File: src/design/mtcrc_pkg.sv
// Shared types, codes and helper functions for the meter telegram CRC checker.
// No dependencies; every other design file imports this package.
package mtcrc_pkg;

    localparam int BYTE_W   = 8;
    localparam int CRC_W    = 16;
    localparam int LEN_W    = 12;
    localparam int STATUS_W = 2;
    localparam int DIGIT_W  = 3;
    localparam int APB_AW   = 3;
    localparam int APB_DW   = 32;

    localparam logic [CRC_W-1:0]  CRC_POLY = 16'hA001;
    localparam logic [CRC_W-1:0]  CRC_INIT = 16'h0000;
    localparam logic [LEN_W-1:0]  MAX_LENGTH_RESET = 12'd1500;
    localparam logic [DIGIT_W-1:0] CRC_DIGITS = 3'd4;

    localparam logic [BYTE_W-1:0] CHAR_START = 8'h2F;  // '/'
    localparam logic [BYTE_W-1:0] CHAR_END   = 8'h21;  // '!'
    localparam logic [BYTE_W-1:0] CHAR_LF    = 8'h0A;  // '\n'

    // Register index, taken from paddr[2]
    localparam logic CFG_IDX_MAX_LENGTH = 1'b0;

    typedef enum logic [1:0] {
        PH_HUNT  = 2'd0,
        PH_BODY  = 2'd1,
        PH_FIELD = 2'd2
    } phase_t;

    typedef enum logic [STATUS_W-1:0] {
        ST_VALID     = 2'd0,
        ST_MISMATCH  = 2'd1,
        ST_MALFORMED = 2'd2,
        ST_TOO_LONG  = 2'd3
    } status_t;

    typedef struct packed {
        status_t            status;
        logic [CRC_W-1:0]   computed_crc;
        logic [CRC_W-1:0]   received_crc;
        logic [LEN_W-1:0]   telegram_length;
    } result_t;

    typedef struct packed {
        logic       is_hex;
        logic [3:0] value;
    } hex_digit_t;

    // Reflected CRC-16 over one byte, one bit per step.
    function automatic logic [CRC_W-1:0] crc16_byte(input logic [CRC_W-1:0] crc_in,
                                                    input logic [BYTE_W-1:0] b);
        logic [CRC_W-1:0] c;
        c = crc_in ^ {{(CRC_W-BYTE_W){1'b0}}, b};
        for (int k = 0; k < BYTE_W; k++) begin
            if (c[0]) begin
                c = (c >> 1) ^ CRC_POLY;
            end else begin
                c = c >> 1;
            end
        end
        return c;
    endfunction

    // ASCII hex digit of either case.
    function automatic hex_digit_t hex_decode(input logic [BYTE_W-1:0] c);
        hex_digit_t d;
        d.is_hex = 1'b0;
        d.value  = 4'h0;
        if (c >= 8'h30 && c <= 8'h39) begin
            d.is_hex = 1'b1;
            d.value  = c[3:0];
        end else if ((c >= 8'h61 && c <= 8'h66) || (c >= 8'h41 && c <= 8'h46)) begin
            d.is_hex = 1'b1;
            d.value  = c[3:0] + 4'd9;
        end
        return d;
    endfunction

endpackage

File: src/design/mtcrc_cfg.sv
// APB register block of the meter telegram CRC checker: holds max_length.
// Depends on mtcrc_pkg.
module mtcrc_cfg (
    input  logic                         aclk,
    input  logic                         aresetn,
    input  logic                         psel,
    input  logic                         penable,
    input  logic                         pwrite,
    input  logic [mtcrc_pkg::APB_AW-1:0] paddr,
    input  logic [mtcrc_pkg::APB_DW-1:0] pwdata,
    output logic [mtcrc_pkg::APB_DW-1:0] prdata,
    output logic                         pready,
    output logic [mtcrc_pkg::LEN_W-1:0]  max_length
);
    import mtcrc_pkg::*;

    logic [LEN_W-1:0] max_length_reg;
    logic [LEN_W-1:0] max_length_next;
    logic             wr_en;

    assign pready = 1'b1;
    assign wr_en  = psel && penable && pwrite && pready;

    always_comb begin
        max_length_next = max_length_reg;
        if (wr_en && paddr[2] == CFG_IDX_MAX_LENGTH) begin
            max_length_next = pwdata[LEN_W-1:0];
        end
    end

    always_ff @(posedge aclk) begin
        if (!aresetn) begin
            max_length_reg <= MAX_LENGTH_RESET;
        end else begin
            max_length_reg <= max_length_next;
        end
    end

    // Unmapped addresses read as zero
    always_comb begin
        prdata = '0;
        if (paddr[2] == CFG_IDX_MAX_LENGTH) begin
            prdata = {{(APB_DW-LEN_W){1'b0}}, max_length_reg};
        end
    end

    assign max_length = max_length_reg;

endmodule

File: src/design/mtcrc_frame.sv
// Telegram framing, CRC accumulation and sent-CRC parsing for one byte per cycle while byte_en is high.
// Depends on mtcrc_pkg.
module mtcrc_frame (
    input  logic                          aclk,
    input  logic                          aresetn,
    input  logic                          byte_en,
    input  logic [mtcrc_pkg::BYTE_W-1:0]  rx_byte,
    input  logic [mtcrc_pkg::LEN_W-1:0]   max_length,
    output logic                          res_valid,
    output mtcrc_pkg::result_t            res
);
    import mtcrc_pkg::*;

    phase_t             phase_reg, phase_next;
    logic [CRC_W-1:0]   crc_reg, crc_next;
    logic [LEN_W-1:0]   count_reg, count_next;
    logic [CRC_W-1:0]   sent_reg, sent_next;
    logic [DIGIT_W-1:0] digits_reg, digits_next;
    logic               hex_err_reg, hex_err_next;
    hex_digit_t         hd;
    logic               at_limit;

    assign hd       = hex_decode(rx_byte);
    assign at_limit = count_reg >= max_length;

    always_comb begin
        phase_next   = phase_reg;
        crc_next     = crc_reg;
        count_next   = count_reg;
        sent_next    = sent_reg;
        digits_next  = digits_reg;
        hex_err_next = hex_err_reg;
        res_valid    = 1'b0;
        res.status          = ST_TOO_LONG;
        res.computed_crc    = crc_reg;
        res.received_crc    = sent_reg;
        res.telegram_length = count_reg;

        if (byte_en) begin
            unique case (phase_reg)
                PH_BODY, PH_FIELD: begin
                    if (at_limit) begin
                        // abort with the state as it stood, drop this byte
                        res_valid  = 1'b1;
                        phase_next = PH_HUNT;
                    end else begin
                        count_next = count_reg + 1'b1;
                        if (phase_reg == PH_BODY) begin
                            crc_next = crc16_byte(crc_reg, rx_byte);
                            if (rx_byte == CHAR_END) begin
                                phase_next = PH_FIELD;
                            end
                        end else if (rx_byte == CHAR_LF) begin
                            res_valid  = 1'b1;
                            phase_next = PH_HUNT;
                            res.telegram_length = count_next;
                            if (hex_err_reg || digits_reg < CRC_DIGITS) begin
                                res.status = ST_MALFORMED;
                            end else if (sent_reg == crc_reg) begin
                                res.status = ST_VALID;
                            end else begin
                                res.status = ST_MISMATCH;
                            end
                        end else if (digits_reg < CRC_DIGITS) begin
                            digits_next = digits_reg + 1'b1;
                            if (hd.is_hex) begin
                                sent_next = {sent_reg[CRC_W-5:0], hd.value};
                            end else begin
                                hex_err_next = 1'b1;
                            end
                        end
                    end
                end
                default: begin
                    phase_next = PH_HUNT;
                    if (rx_byte == CHAR_START) begin
                        crc_next     = CRC_INIT;
                        count_next   = '0;
                        sent_next    = '0;
                        digits_next  = '0;
                        hex_err_next = 1'b0;
                        if (max_length == '0) begin
                            res_valid           = 1'b1;
                            res.computed_crc    = CRC_INIT;
                            res.received_crc    = '0;
                            res.telegram_length = '0;
                        end else begin
                            crc_next   = crc16_byte(CRC_INIT, rx_byte);
                            count_next = {{(LEN_W-1){1'b0}}, 1'b1};
                            phase_next = PH_BODY;
                        end
                    end
                end
            endcase
        end
    end

    always_ff @(posedge aclk) begin
        if (!aresetn) begin
            phase_reg   <= PH_HUNT;
            crc_reg     <= CRC_INIT;
            count_reg   <= '0;
            sent_reg    <= '0;
            digits_reg  <= '0;
            hex_err_reg <= 1'b0;
        end else begin
            phase_reg   <= phase_next;
            crc_reg     <= crc_next;
            count_reg   <= count_next;
            sent_reg    <= sent_next;
            digits_reg  <= digits_next;
            hex_err_reg <= hex_err_next;
        end
    end

endmodule

File: src/design/meter_telegram_crc_checker_top.sv
// Top level of the meter telegram CRC checker: input register, framing logic,
// result register and APB configuration. Depends on mtcrc_pkg, mtcrc_cfg, mtcrc_frame.

// The block watches a meter's serial byte stream (one byte per item on the s_
// channel), skips everything until a '/' and then runs a reflected CRC-16
// (poly 0xA001, init 0) over every byte from the '/' through the '!'. The next four
// characters are read as the sent CRC in hex (either case), and the '\n' that
// follows closes the telegram with one result item on the m_ channel: status
// (0 valid, 1 CRC mismatch, 2 malformed or short CRC field, 3 too long), both
// CRCs and the byte count from '/' on. A byte that arrives while the count
// already equals max_length aborts the telegram with status 3 and is dropped;
// the block then hunts for '/' again. Bytes that close nothing give no result.
// Throughput is one item per clock while m_tready keeps the output register
// moving: a byte is taken into an input register, the framing and CRC logic
// handles it as it leaves that register and writes any result into the output
// register, which drives m_tvalid. A result waiting on m_tready stalls the byte
// in the input register; an empty input register still takes one more item.
// Change max_length (APB, address 0) only while no telegram is in progress.
module meter_telegram_crc_checker_top (
    input  logic                         aclk,
    input  logic                         aresetn,
    // input bytes
    input  logic                         s_tvalid,
    output logic                         s_tready,
    input  logic [7:0]                   s_tdata,   // [7:0] rx_byte
    // results
    output logic                         m_tvalid,
    input  logic                         m_tready,
    // [1:0] status, [17:2] computed_crc, [33:18] received_crc,
    // [45:34] telegram_length, [47:46] zero
    output logic [47:0]                  m_tdata,
    // configuration
    input  logic                         psel,
    input  logic                         penable,
    input  logic                         pwrite,
    input  logic [mtcrc_pkg::APB_AW-1:0] paddr,
    input  logic [mtcrc_pkg::APB_DW-1:0] pwdata,
    output logic [mtcrc_pkg::APB_DW-1:0] prdata,
    output logic                         pready
);
    import mtcrc_pkg::*;

    localparam int RES_W = $bits(result_t);

    logic               in_valid_reg, in_valid_next;
    logic [BYTE_W-1:0]  in_byte_reg;
    logic               out_valid_reg, out_valid_next;
    result_t            out_res_reg;
    logic               advance;
    logic               fire;
    logic               s_accept;
    logic [LEN_W-1:0]   max_length;
    logic               res_valid;
    result_t            res;

    mtcrc_cfg u_cfg (
        .aclk       (aclk),
        .aresetn    (aresetn),
        .psel       (psel),
        .penable    (penable),
        .pwrite     (pwrite),
        .paddr      (paddr),
        .pwdata     (pwdata),
        .prdata     (prdata),
        .pready     (pready),
        .max_length (max_length)
    );

    // The output register moves when empty or being taken; hold everything otherwise.
    assign advance  = !out_valid_reg || m_tready;
    assign fire     = in_valid_reg && advance;
    assign s_tready = !in_valid_reg || advance;
    assign s_accept = s_tvalid && s_tready;

    always_comb begin
        in_valid_next = in_valid_reg;
        if (s_accept) begin
            in_valid_next = 1'b1;
        end else if (fire) begin
            in_valid_next = 1'b0;
        end
    end

    always_ff @(posedge aclk) begin
        if (!aresetn) begin
            in_valid_reg <= 1'b0;
        end else begin
            in_valid_reg <= in_valid_next;
        end
    end

    always_ff @(posedge aclk) begin
        if (s_accept) begin
            in_byte_reg <= s_tdata;
        end
    end

    mtcrc_frame u_frame (
        .aclk       (aclk),
        .aresetn    (aresetn),
        .byte_en    (fire),
        .rx_byte    (in_byte_reg),
        .max_length (max_length),
        .res_valid  (res_valid),
        .res        (res)
    );

    // Load a result only when the processed byte produced one.
    assign out_valid_next = advance ? (fire && res_valid) : out_valid_reg;

    always_ff @(posedge aclk) begin
        if (!aresetn) begin
            out_valid_reg <= 1'b0;
        end else begin
            out_valid_reg <= out_valid_next;
        end
    end

    always_ff @(posedge aclk) begin
        if (advance && fire && res_valid) begin
            out_res_reg <= res;
        end
    end

    assign m_tvalid = out_valid_reg;
    assign m_tdata  = {{(48-RES_W){1'b0}},
                       out_res_reg.telegram_length,
                       out_res_reg.received_crc,
                       out_res_reg.computed_crc,
                       out_res_reg.status};

    // A valid status only comes with matching CRCs.
    a_valid_match: assert property (@(posedge aclk) disable iff (!aresetn)
        (m_tvalid && out_res_reg.status == ST_VALID)
            |-> (out_res_reg.computed_crc == out_res_reg.received_crc))
        else $error("valid status with differing CRCs");

    // A closed telegram holds at least the start mark, end mark and line feed.
    a_close_len: assert property (@(posedge aclk) disable iff (!aresetn)
        (m_tvalid && out_res_reg.status != ST_TOO_LONG)
            |-> (out_res_reg.telegram_length >= 12'd3))
        else $error("closed telegram shorter than three bytes");

    // A buffered byte is never lost while the result side stalls.
    a_hold_byte: assert property (@(posedge aclk) disable iff (!aresetn)
        (in_valid_reg && !fire) |=> (in_valid_reg && $stable(in_byte_reg)))
        else $error("stalled input byte lost or changed");

endmodule

File: config.mk
export PLATFORM = sky130hd
export DESIGN_NAME = meter_telegram_crc_checker_top
export DESIGN_NICKNAME = d
export VERILOG_FILES = /design/src/design/mtcrc_pkg.sv /design/src/design/mtcrc_cfg.sv /design/src/design/mtcrc_frame.sv /design/src/design/meter_telegram_crc_checker_top.sv
export SDC_FILE = /design/constraint.sdc
export NUM_CORES = 1
export LEC_CHECK = 0
export BUFFER_PORTS_ARGS = -buffer_cell sky130_fd_sc_hd__buf_2
export CAP_MARGIN = 30
export CORE_UTILIZATION = 30
export CTS_CLUSTER_DIAMETER = 60
export DETAILED_ROUTE_END_ITERATION = 10
export PLACE_DENSITY_LB_ADDON = 0.15
export SYNTH_ARGS = -nofsm -noshare
export SYNTH_HDL_FRONTEND = slang
export SYNTH_HIERARCHICAL = 1
export SYNTH_SLANG_ARGS = --single-unit
File: constraint.sdc
create_clock -name aclk -period 11.5 [get_ports aclk]
set_input_delay 0.575 -clock aclk [delete_from_list [all_inputs] [get_ports aclk]]
set_output_delay 0.575 -clock aclk [all_outputs]
set_load 0.05 [all_outputs]
==> impl_summary.log, run 1 <==
INFO  metric status = complete, no violations
INFO  metric grt_max_degree = between 40 and 50
INFO  metric critPathArrivalTime = roughly 3.7 ns
INFO  metric pwr_density_cell = 140.0 mW/mm^2
INFO  metric detail_route.iter0.violations = ~320
INFO  metric synthSimpleGateAreaFrac = 18.28%
INFO  metric max_cap_viol_count = 0
INFO  metric max_clock_freq = between 200 and 300 MHz
INFO  metric overflow_left_after_global_routing = 0
INFO  metric synth_cell_types = 63
INFO  metric num-nets-final = 828
INFO  metric final_period_minus_worst_setup_slack = 3.682 ns
INFO  metric dpl.cell_count = 998
INFO  metric fin_crit_sh = between 30% and 40%
INFO  metric final-setup-viol-count = 0
INFO  metric diodes = 0
INFO  metric placementRows = 53
INFO  metric cts.root.buffer_cell = sky130_fd_sc_hd__clkbuf_16
INFO  metric timing.critical_path.cells = inv_1 -> ha_1 -> inv_2 -> o21ai_1 -> nor2_1 -> o31a_1 -> nand2_1 -> nor2_4 -> buf_4
INFO  metric worstHoldEndpoint = in_byte_reg[0]$_DFFE_PP_
INFO  metric pre_antenna_drt_iters = 5
INFO  metric post_synthesis_xor_xnor_area_fraction = 7.894%
INFO  metric synth_area = between 0.006 and 0.007 sq mm
INFO  metric tritoncts = yes
INFO  metric synth-adder-area-share = ~6.8%
INFO  metric finish.utilization = a little over a third
INFO  metric synth_most_common_cell = sky130_fd_sc_hd__dfxtp_1
INFO  metric power.sequential.fraction = 41.9%
INFO  metric synth_area_per_cell = roughly 9.7 sq um
INFO  metric crit_required = between 10 and 15 ns
INFO  metric grt_pass1_vias = 4731
INFO  metric cts.repair_timing.setup_buffer_count = 0
INFO  metric place_area = 0.007020 sq mm
INFO  metric worst_setup_path_end_kind = flip-flop
INFO  metric numCtsBuffers = 17
INFO  metric pwr-share-comb = under 10%
INFO  metric place.detailed.hpwl = 11390 microns
INFO  metric post_synth_inst_count = roughly 670
INFO  metric final_cell_area = roughly 0.0076 sq mm
INFO  metric synthMuxAreaShare = 1.853%
INFO  metric synth-compound-area-share = a little over an eighth
INFO  metric clock_buffer_depth = 2
INFO  metric post_synth_main_area_contributors = sky130_fd_sc_hd__edfxtp_1 25%, sky130_fd_sc_hd__dfxtp_1 20%, sky130_fd_sc_hd__ha_1 6.8%
INFO  metric synthToLayoutAreaGrowth = 17.35%
INFO  metric timing.final.max_slew_violations = 0
INFO  metric floorplan.die.height = 149.0 microns
INFO  metric synth.yosys.seq_area_share = 44.78%
INFO  metric fin_worst_skew = 0.009327 ns
INFO  metric floorplan.initialDensity = a little under a third
INFO  metric cts_num_sinks = between 100 and 150
INFO  metric share_clk_of_total_power = 48.7%
INFO  metric r2r-start = u_frame/phase_reg[1]$_SDFFE_PN0P_
INFO  metric clock_insertion_delay_worst_skew = 0.42 ns
INFO  metric floorplan.die.width = around 150 microns
INFO  metric antenna_found_initial = 0
INFO  metric synthesis.yosys.warnings = 6
INFO  metric min_path_cells = 1
INFO  metric p_int = approximately 0.00078 W
INFO  metric max_slew.worst_pin.slew = 1.011 ns
INFO  metric net-switching-power = 0.0002799 W
INFO  metric p_sw_share = a little over a quarter
INFO  metric post_layout_nonfiller_instances = a little over 1000
INFO  metric worst_setup_path_start_kind = flip-flop
INFO  metric min-delay-start = s_tdata[0]
INFO  metric synth_top_family_by_area = simple AND/OR/NAND/NOR gates
INFO  metric hold_viol = 0
INFO  metric place_congestion = a little under 0.8
INFO  metric crit_path_top_delay_cell = sky130_fd_sc_hd__nor2_1
INFO  metric num_vias = roughly 4900
INFO  metric global_router_s_overall_resource_usage = about 15%
INFO  metric post_cts_hold_buffer_count = 0
INFO  metric synth-seq-cells = ~120
INFO  metric buffer_ports.inserted = 87
INFO  metric static-leakage-power = slightly above 3 nW
INFO  metric power = between 0.001 and 0.0015 W
INFO  metric r2r_worst_path_depth = 9
INFO  metric detail_route.drc_violations = 0
INFO  metric max_ffs_per_register = 46
INFO  metric irDropWorstVdd = roughly 95 uV
INFO  metric crit_fanout = between 40 and 50
INFO  metric synthArstFlopShare = 0%
INFO  metric layout-drive-gt1-share = between 15 and 20%
INFO  metric yosysTopAreaCell = sky130_fd_sc_hd__edfxtp_1
INFO  metric synth_enable_flop_cells = between 50 and 60
INFO  metric post_drt_via_cell_ratio = 4.743
INFO  metric clkTransAtPathRegs = 0.06 ns
INFO  metric cts_max_level = 4
INFO  metric dieArea = between 0.02 and 0.025 sq mm
INFO  metric rsz0062_at_grt = no
INFO  metric postcts_resize_cnt = 0
INFO  metric final_wirelength = about 16000 microns
INFO  metric io_pins = approximately 130
INFO  metric detail-route-antenna-nets = 0
INFO  metric synth_commonest_cells = 64 x sky130_fd_sc_hd__dfxtp_1, 56 x sky130_fd_sc_hd__nand2_1, 54 x sky130_fd_sc_hd__edfxtp_1
INFO  metric min_path_type = input port to flip-flop
INFO  metric design.core.area = ~0.021 sq mm
INFO  metric yosys_most_used_dff = sky130_fd_sc_hd__dfxtp_1
INFO  metric setup_tns_after_final_layout = 0 ns
INFO  metric r2r_slack = about 8 ns
INFO  metric critical_path_class = flip-flop to flip-flop
INFO  metric grt_first_pass_wirelength = roughly 25000 microns
INFO  metric cp_slowest_stage_delay = ~0.81 ns
INFO  metric drt-wirelength-per-cell = ~15 microns
INFO  metric slew_headroom = approximately a third
INFO  metric netlist.area_leader.share = about a quarter
INFO  metric reg2reg_to = m_tdata[5]$_DFFE_PP_
-- through the flow --
stage	setup WS (ns)	hold WS [ns]
floorplan	7.243	0.4482
global placement	7.912	0.4698
detailed placement	7.872	0.4749
CTS	7.849	0.3116
global route	7.556	0.3080
finish	7.818	0.3269
-- critical path, delay by kind of cell, from the launching register on --
kind / cells / cell delay, ns
compound gates: 2 / 0.49
fa+ha+maj: 1 / 0.54
buf+inv: 3 / 0.93
flops: 1 / 0.33
simple gates: 3 / 1.00
-- area by class of cell --
class	instances	area (sq um)
Clock inverter	14	140.1
Multi-Input combinational cell	487	3207
Tap cell	275	344.1
Fill cell	2172	13480
Timing Repair Buffer	92	473.0
Clock buffer	18	439.2
Sequential cell	118	2903
Inverter	27	101.3
-- kinds of logic (layout without fill, tap and decap cells) --
| logic type | count (synthesis) | count (layout) |
|---|---|---|
| and+or+nand+nor | 228 | 228 |
| AOI/OAI and AO/OA | 134 | 134 |
| DFF | 118 | 118 |
| buffers and inverters | 83 | 151 |
| xor gates and xnor gates | 55 | 55 |
| adders and majority gates | 35 | 35 |
| muxes | 12 | 12 |
| other | 3 | 23 |
-- routing by layer --
metal	part of all wire [%]	GRT usage, %	vias up
li1	-	-	2457
met1	49	19.98	2232
met2	43	21.81	174
met3	5.9	3.945	27
met4	1.8	5.969	0
met5	0	0	-
-- power groups by stage --
| stage | registers, W | clock network (W) | logic, W |
|---|---|---|---|
| 2_1_floorplan | 0.000452 | 0 | 0.0000880 |
| 3_3_place_gp | 0.000455 | 0 | 0.0000992 |
| 3_5_place_dp | 0.000455 | 0 | 0.000100 |
| 4_1_cts | 0.000446 | 0.000530 | 0.000101 |
| 5_1_grt | 0.000447 | 0.000546 | 0.000109 |
| 6_report | 0.000446 | 0.000518 | 0.000101 |
-- cells in the final DEF, fill, tap and decap left out, types with 9 or more instances in the layout --
cell / count
sky130_fd_sc_hd__inv_1: 26
sky130_fd_sc_hd__ha_1: 35
sky130_fd_sc_hd__buf_2: 87
sky130_fd_sc_hd__dfxtp_1: 64
sky130_fd_sc_hd__xnor2_1: 27
sky130_fd_sc_hd__and2_1: 34
sky130_fd_sc_hd__nor2b_1: 27
sky130_fd_sc_hd__mux2i_1: 12
sky130_fd_sc_hd__nand2_1: 56
sky130_fd_sc_hd__a31oi_1: 15
sky130_fd_sc_hd__nor2_1: 33
sky130_fd_sc_hd__o21ai_1: 31
sky130_fd_sc_hd__nand3_1: 34
sky130_fd_sc_hd__clkbuf_16: 17
sky130_fd_sc_hd__o21ai_0: 9
sky130_fd_sc_hd__xor2_1: 25
sky130_fd_sc_hd__a21oi_1: 32
sky130_fd_sc_hd__edfxtp_1: 54
sky130_fd_sc_hd__conb_1: 23
-- worst max path at each step --
stage / startpoint / slack (ns) / endpoint
floorplan: in_byte_reg[7]$_DFFE_PP_ / 7.24 / m_tdata[0]$_DFFE_PP_
finish: u_frame/phase_reg[1]$_SDFFE_PN0P_ / 7.82 / m_tdata[5]$_DFFE_PP_
CTS: u_frame/phase_reg[1]$_SDFFE_PN0P_ / 7.85 / m_tdata[31]$_DFFE_PP_
global placement: u_frame/phase_reg[1]$_SDFFE_PN0P_ / 7.91 / m_tdata[31]$_DFFE_PP_
detailed placement: u_frame/phase_reg[1]$_SDFFE_PN0P_ / 7.87 / m_tdata[31]$_DFFE_PP_
global route: u_frame/phase_reg[1]$_SDFFE_PN0P_ / 7.56 / m_tdata[15]$_DFFE_PP_
No activity file was read; power rests on OpenSTA's default activity.
==> inputs of run 2 (changes only) <==
--- a/config.mk
+++ b/config.mk
@@ -5,6 +5,7 @@
 export SDC_FILE = /design/constraint.sdc
 export NUM_CORES = 1
 export LEC_CHECK = 0
+export ABC_AREA = 1
 export BUFFER_PORTS_ARGS = -buffer_cell sky130_fd_sc_hd__buf_2
 export CAP_MARGIN = 30
 export CORE_UTILIZATION = 30
==> constraint.sdc (replaced) <==
create_clock -name aclk -period 3.79 [get_ports aclk]
set_input_delay 0.1895 -clock aclk [delete_from_list [all_inputs] [get_ports aclk]]
set_output_delay 0.1895 -clock aclk [all_outputs]
set_load 0.05 [all_outputs]
==> run 2 against run 1 <==
Compared with the run above:
- non-clock buffer count grew 16
- routed wire length is 17% higher
- largest power group unchanged
- worst setup slack worse by 6.7 ns
- synthesized area is 7.6% higher
==> impl_summary.log, run 2 <==
INFO  metric final-setup-viol-count = 0
INFO  metric irDropWorstVdd = 279.1 uV
INFO  metric synthesis.yosys.warnings = 6
INFO  metric final_wirelength = between 15000 and 20000 microns
INFO  metric yosysTopAreaCell = sky130_fd_sc_hd__edfxtp_1
INFO  metric clkTransAtPathRegs = around 0.06 ns
INFO  metric grt_pass1_vias = between 5000 and 6000
INFO  metric fin_crit_sh = a little over two thirds
INFO  metric place.detailed.hpwl = 13310 microns
INFO  metric floorplan.initialDensity = between 30% and 40%
INFO  metric numCtsBuffers = 17
INFO  metric netlist.area_leader.share = 23.24%
INFO  metric buffer_ports.inserted = between 80 and 90
INFO  metric topRoutingLayerUsed = met4
INFO  metric antenna_found_initial = 0
INFO  metric synth-adder-area-share = about 6.3%
INFO  metric grt_max_degree = 47
INFO  metric met1Wirelength = 9472 microns
INFO  metric worst_setup_path_end_kind = flip-flop
INFO  metric cpLargestDelayFamily = buffers and inverters
INFO  metric clock_insertion_delay_worst_skew = 0.42 ns
INFO  metric global_router_s_overall_resource_usage = 16.33%
INFO  metric nFillCells = 2467
INFO  metric synthMuxAreaShare = 0%
INFO  metric synth-seq-cells = between 100 and 150
INFO  metric synth_most_common_cell = sky130_fd_sc_hd__nand2_1
INFO  metric clock_buffer_depth = 2
INFO  metric dieArea = around 0.024 sq mm
INFO  metric drt-wirelength-per-cell = between 10 and 15 microns
INFO  metric slew_headroom = 51.72%
INFO  metric cts_num_sinks = around 120
INFO  metric cp_slowest_stage_delay = 0.47 ns
INFO  metric synthArstFlopShare = 0%
INFO  metric critical_path_class = flip-flop to flip-flop
INFO  metric crit_path_top_delay_cell = sky130_fd_sc_hd__edfxtp_1
INFO  metric design.core.area = 0.02271 sq mm
INFO  metric register_area = ~0.0029 sq mm
INFO  metric critPathArrivalTime = ~2.8 ns
INFO  metric io_pins = roughly 130
INFO  metric synth_cell_types = slightly above 50
INFO  metric route.met2.wl = around 8000 microns
INFO  metric cts_max_level = 4
INFO  metric crit_fanout = 46
INFO  metric synthToLayoutAreaGrowth = 19.51%
INFO  metric status = complete, no violations
INFO  metric max_clock_freq = ~380 MHz
INFO  metric tritoncts = yes
INFO  metric floorplan.die.height = approximately 150 microns
INFO  metric grt_first_pass_wirelength = ~30000 microns
INFO  metric post_drt_via_cell_ratio = approximately 4.5
INFO  metric crit_top_cell = sky130_fd_sc_hd__inv_1
INFO  metric synth-compound-area-share = under 10%
INFO  metric postcts_resize_cnt = 0
INFO  metric worst_setup_path_start_kind = flip-flop
INFO  metric post_synth_main_area_contributors = sky130_fd_sc_hd__edfxtp_1 23%, sky130_fd_sc_hd__dfxtp_1 18%, sky130_fd_sc_hd__nand2_1 13%
INFO  metric post_synth_inst_count = approximately 900
INFO  metric synthSimpleGateAreaFrac = between 20% and 30%
INFO  metric setup_tns_after_final_layout = 0 ns
INFO  metric max_slew.worst_pin.slew = between 0.7 and 0.8 ns
INFO  metric hold_viol = 0
INFO  metric num_vias = about 6000
INFO  metric timing.final.max_slew_violations = 0
INFO  metric overflow_left_after_global_routing = 0
INFO  metric timing.critical_path.buf_inv = 6
INFO  metric synth_area = roughly 0.007 sq mm
INFO  metric layout.cells.most_common = sky130_fd_sc_hd__nand2_1
INFO  metric yosys_most_used_dff = sky130_fd_sc_hd__dfxtp_1
INFO  metric pwr_density_cell = ~420 mW/mm^2
INFO  metric num-nets-final = between 1000 and 1500
INFO  metric layout-drive-gt1-share = between 10% and 20%
INFO  metric synth_area_per_cell = 7.601 sq um
INFO  metric multiInputGateArea = 0.003392 sq mm
INFO  metric place_congestion = around 0.84
INFO  metric synth.yosys.seq_area_share = 41.60%
INFO  metric max_ffs_per_register = 46
INFO  metric synth_top_family_by_area = simple AND/OR/NAND/NOR gates
INFO  metric pre_antenna_drt_iters = 6
INFO  metric fin_worst_skew = 0.007582 ns
INFO  metric detail_route.drc_violations = 0
INFO  metric detail_route.iter0.violations = around 380
INFO  metric route.met3.wl = around 850 microns
INFO  metric cts.repair_timing.setup_buffer_count = 0
INFO  metric final_cell_mix = 234 x sky130_fd_sc_hd__nand2_1, 122 x sky130_fd_sc_hd__nor2_1, 109 x sky130_fd_sc_hd__inv_1
INFO  metric detail-route-antenna-nets = 0
INFO  metric cts.root.buffer_cell = sky130_fd_sc_hd__clkbuf_16
INFO  metric crit_required = around 4 ns
INFO  metric rsz0062_at_grt = no
INFO  metric minimum_hold_slack = between 0.07 and 0.08 ns
INFO  metric timing.critical_path.cells = inv_1 -> ha_1 -> nand4_1 -> inv_1 -> nor2_1 -> inv_2 -> nand2_2 -> nor2_4 -> o31ai_1 -> inv_1 -> inv_1 -> nor2_4 -> buf_12
INFO  metric synth_commonest_cells = 234 x sky130_fd_sc_hd__nand2_1, 123 x sky130_fd_sc_hd__nor2_1, 109 x sky130_fd_sc_hd__inv_1
INFO  metric post_synthesis_xor_xnor_area_fraction = under 10%
INFO  metric final_period_minus_worst_setup_slack = roughly 2.7 ns
INFO  metric floorplan.die.width = about 150 microns
INFO  metric diodes = 0
INFO  metric min_path_type = input port to flip-flop
INFO  metric placementRows = 55
INFO  metric static-leakage-power = approximately 3.7 nW
INFO  metric max_cap_viol_count = 0
INFO  metric synth_enable_flop_cells = 54
## run 2: cell types whose count changed after synthesis, sizes merged, moves of 19 or more
cell / delta
nand2: +191
nor2b: -28
inv: +94
and2: -33
a21oi: +19
nor2: +96
xnor2: -23
## run 2: cell families after synthesis
family | count (synthesis)
AO/OA/AOI/OAI | 118
flip-flops | 118
other | 3
buffers and inverters | 166
AND/OR/NAND/NOR | 459
adder cells (fa/ha/maj) | 35
XOR/XNOR | 19
## run 2: worst reg2reg max path: stages, from the launching register on
cell	delay, ns
sky130_fd_sc_hd__edfxtp_1	0.47
sky130_fd_sc_hd__inv_1	0.22
sky130_fd_sc_hd__ha_1	0.27
sky130_fd_sc_hd__nand4_1	0.13
sky130_fd_sc_hd__inv_1	0.10
sky130_fd_sc_hd__nor2_1	0.05
sky130_fd_sc_hd__inv_2	0.07
sky130_fd_sc_hd__nand2_2	0.10
sky130_fd_sc_hd__nor2_4	0.24
sky130_fd_sc_hd__o31ai_1	0.12
sky130_fd_sc_hd__inv_1	0.07
sky130_fd_sc_hd__inv_1	0.07
sky130_fd_sc_hd__nor2_4	0.12
sky130_fd_sc_hd__buf_12	0.24
## run 2: through the flow
stage / cells / instance area, sq um / setup WS [ns] / util [%] / power (W)
floorplan: 938 / 7056 / 0.6509 / - / 0.001808
global placement: 1272 / 7601 / 1.111 / 33.47 / 0.001922
detailed placement: 1272 / 7601 / 1.123 / 33.47 / 0.001921
CTS: 1319 / 8339 / 1.118 / 36.72 / 0.003553
global route: 1319 / 8339 / 0.9259 / 36.72 / 0.003667
finish: 1319 / 8339 / 1.133 / 36.72 / 0.003513
## run 2: per-layer routing
metal	GRT usage, %	vias up
li1	-	3113
met1	22.70	2727
met3	3.222	16
met4	6.176	0
met2	24.89	141
met5	0	-
## run 2: report_power, final
group | switching, W | leakage [nW] | total, W | internal, W
sequential | 0.0000409 | 1.02 | 0.00140 | 0.00136
clock | 0.000635 | 0.274 | 0.00160 | 0.000969
combinational | 0.000367 | 2.40 | 0.000513 | 0.000146
total | 0.00104 | 3.69 | 0.00351 | 0.00247
## run 2: final cells by class
type | instances | share of cell area [%]
Sequential cell | 118 | 34.81
Clock inverter | 14 | 1.830
Multi-Input combinational cell | 654 | 40.68
Clock buffer | 17 | 5.101
Tap cell | 285 | 4.276
Timing Repair Buffer | 108 | 7.742
Inverter | 123 | 5.566
## run 2: timing repair
| item | CTS | global route |
|---|---|---|
| hold buffers | 16 | 0 |
| setup endpoints to repair | 0 | 0 |
| endpoints found under the hold margin | 16 | 0 |
## run 2: worst paths after layout
check                                    start                                end  slack (ns)  cells past startpoint
max reg2reg           in_byte_reg[7]$_DFFE_PP_               m_tdata[6]$_DFFE_PP_        1.13                     13
min                                   m_tready          in_valid_reg$_SDFFE_PN0P_        0.07                      4
max                   in_byte_reg[7]$_DFFE_PP_               m_tdata[6]$_DFFE_PP_        1.13                     13
min reg2reg  u_frame/phase_reg[1]$_SDFFE_PN0P_  u_frame/phase_reg[1]$_SDFFE_PN0P_        0.47                      2
==> inputs of run 3 (changes only) <==
==> constraint.sdc (replaced) <==
create_clock -name aclk -period 2.3 [get_ports aclk]
set_input_delay 0.115 -clock aclk [delete_from_list [all_inputs] [get_ports aclk]]
set_output_delay 0.115 -clock aclk [all_outputs]
set_load 0.05 [all_outputs]
==> run 3 against run 2 <==
Compared with the run above:
- non-clock buffer count grew 54
- maximum frequency increased by 22%
- combinational power grew 88%
- sequential power increased by 63%
- count of clock-buffer cells in the layout is 1 higher
- global-route usage is 0.19 points higher
- sequential cell count unchanged
- critical path type unchanged
- critical endpoint is now m_tdata[26]$_DFFE_PP_
- largest cell class unchanged
- highest routed layer unchanged
==> impl_summary.log, run 3 (synthesized netlist as in run 2, its figures left out) <==
INFO  metric status = complete, no violations
INFO  metric grt_first_pass_wirelength = about 31000 microns
INFO  metric final_wirelength = about 19000 microns
INFO  metric layout-drive-gt1-share = 22.13%
INFO  metric final-setup-viol-count = 0
INFO  metric crit_required = approximately 2.5 ns
INFO  metric detail_route.drc_violations = 0
INFO  metric place_area = approximately 0.0080 sq mm
INFO  metric timing.final.max_slew_violations = 0
INFO  metric slew_headroom = ~66%
INFO  metric final_period_minus_worst_setup_slack = about 2.2 ns
INFO  metric floorplan.die.width = between 150 and 200 microns
INFO  metric max_ffs_per_register = 46
INFO  metric dp_slack = ~0.094 ns
INFO  metric diodes = 0
INFO  metric floorplan.die.height = between 150 and 200 microns
INFO  metric irDropWorstVdd = approximately 380 uV
INFO  metric static-leakage-power = about 4.0 nW
INFO  metric reg2reg_to = m_tdata[26]$_DFFE_PP_
INFO  metric num_vias = 6140
INFO  metric min_path_type = input port to flip-flop
INFO  metric clock_buffer_depth = 2
INFO  metric global_router_s_overall_resource_usage = ~17%
INFO  metric final_cell_area = 0.008894 sq mm
INFO  metric pwr_density_cell = about 650 mW/mm^2
INFO  metric setup_tns_after_final_layout = 0 ns
INFO  metric max_cap_viol_count = 0
INFO  metric floorplan.initialDensity = between 30% and 40%
INFO  metric buffer_ports.inserted = 87
INFO  metric design.core.area = between 0.02 and 0.025 sq mm
INFO  metric r2r_worst_path_depth = 13
INFO  metric clock_insertion_delay_worst_skew = 0.41 ns
INFO  metric hold_viol = 0
INFO  metric cts_num_sinks = 118
INFO  metric overflow_left_after_global_routing = 0
INFO  metric detail-route-antenna-nets = 0
INFO  metric post_layout_nonfiller_instances = between 1000 and 1500
INFO  metric synthToLayoutAreaGrowth = 27.45%
INFO  metric clkTransAtPathRegs = about 0.060 ns
INFO  metric layout.cells.most_common = sky130_fd_sc_hd__nand2_1
INFO  metric worst_setup_path_start_kind = flip-flop
INFO  metric critical_path_class = flip-flop to flip-flop
INFO  metric final_cell_mix = 232 x sky130_fd_sc_hd__nand2_1, 122 x sky130_fd_sc_hd__nor2_1, 106 x sky130_fd_sc_hd__inv_1
INFO  metric place_congestion = 0.8166
INFO  metric critPathArrivalTime = around 2.4 ns
INFO  metric io_pins = about 130
INFO  metric grt_max_degree = 36
INFO  metric place.detailed.hpwl = between 10000 and 15000 microns
INFO  metric fin_crit_sh = between 90% and 100%
INFO  metric worst_setup_path_end_kind = flip-flop
INFO  metric tritoncts = yes
INFO  metric dpl.cell_count = between 1000 and 1500
INFO  metric max_slew.worst_pin.slew = a little over 0.5 ns
INFO  metric post_drt_via_cell_ratio = ~4.5
INFO  metric placementRows = 55
INFO  metric grt_pass1_vias = 5839
INFO  metric critPathLaunch = u_cfg/max_length[11]$_SDFFE_PN0P_
INFO  metric r2r-start = u_cfg/max_length[11]$_SDFFE_PN0P_
INFO  metric worst_setup_slack_final = ~0.12 ns
INFO  metric detail_route.iter0.violations = between 300 and 400
INFO  metric num-nets-final = about 1200
INFO  metric numCtsBuffers = 17
INFO  metric cts.root.buffer_cell = sky130_fd_sc_hd__clkbuf_16
INFO  metric fin_worst_skew = 0.007548 ns
INFO  metric pre_antenna_drt_iters = 5
INFO  metric crit_fanout = 22
INFO  metric drt-wirelength-per-cell = between 10 and 15 microns
INFO  metric antenna_found_initial = 0
INFO  metric endpoint = m_tdata[26]$_DFFE_PP_
INFO  metric max_clock_freq = about 460 MHz
INFO  metric r2r_slack = 0.12 ns
INFO  metric dieArea = roughly 0.024 sq mm
INFO  metric minimum_hold_slack = 0.01626 ns
INFO  metric min_path_cells = 5
INFO  metric cts_max_level = 4
[run 3: cell count changes in the layout (fill, tap and decap cells not counted), sizes merged]
cell	before	now
buf	92	144
bufinv	2	1
clkbuf	17	19
clkinv	8	7
dlygate4sd3	16	17
inv	124	126
[run 3: how the worst min path moves through the flow]
stage / from / to
5_1_grt: pwdata[5] / u_cfg/max_length[5]$_SDFFE_PN0P_
3_3_place_gp: s_tdata[6] / in_byte_reg[6]$_DFFE_PP_
2_1_floorplan: aresetn / m_tvalid$_SDFFE_PN0P_
6_report: pwdata[5] / u_cfg/max_length[5]$_SDFFE_PN0P_
3_5_place_dp: s_tdata[3] / in_byte_reg[3]$_DFFE_PP_
4_1_cts: pwdata[11] / u_cfg/max_length[11]$_SDFFE_PN0P_
[run 3: power by group]
group | switching, W | internal, W
clock network | 0.00105 | 0.00151
logic | 0.000648 | 0.000318
registers | 0.0000441 | 0.00223
[run 3: routing by layer]
metal | track usage [%] | share of wire (%)
met4 | 4.668 | 1.3
met5 | 0 | 0
met1 | 23.39 | 51
met2 | 25.36 | 43
met3 | 3.278 | 4.4
[run 3: what timing repair did]
item | CTS | global route
endpoints found under the setup margin | 0 | 65
resized for setup | 0 | 22
setup buffers | 0 | 4
hold buffers | 17 | 0
endpoints found under the hold margin | 16 | 0
[run 3: area by class of cell]
cell class / instances / area, sq um
Fill cell: 2445 / 13820
Multi-Input combinational cell: 654 / 3435
Sequential cell: 118 / 2913
Timing Repair Buffer: 162 / 1154
Inverter: 123 / 464.2
Clock buffer: 18 / 429.2
Tap cell: 285 / 356.6
Clock inverter: 14 / 142.6
[run 3: worst max-delay path: stages, from the launching register on]
cell and delay (ns):
sky130_fd_sc_hd__dfxtp_2 0.34, sky130_fd_sc_hd__inv_1 0.06, sky130_fd_sc_hd__ha_1 0.30, sky130_fd_sc_hd__nand2_1 0.11, sky130_fd_sc_hd__nor2_2 0.06, sky130_fd_sc_hd__and2_1 0.14, sky130_fd_sc_hd__nand2_2 0.08, sky130_fd_sc_hd__nand4_4 0.12
sky130_fd_sc_hd__o31ai_2 0.21, sky130_fd_sc_hd__inv_1 0.08, sky130_fd_sc_hd__inv_2 0.08, sky130_fd_sc_hd__nor2_4 0.03, sky130_fd_sc_hd__buf_4 0.15, sky130_fd_sc_hd__buf_12 0.15
[run 3: metrics by stage]
| step | power (W) | utilization (%) |
|---|---|---|
| 6_report | 0.005806 | 39.16 |
| 5_1_grt | 0.006090 | 39.16 |
| 4_1_cts | 0.005862 | 38.60 |
| 3_5_place_dp | 0.003255 | 35.33 |
| 3_3_place_gp | 0.003258 | 35.33 |
| 2_1_floorplan | 0.002983 | - |
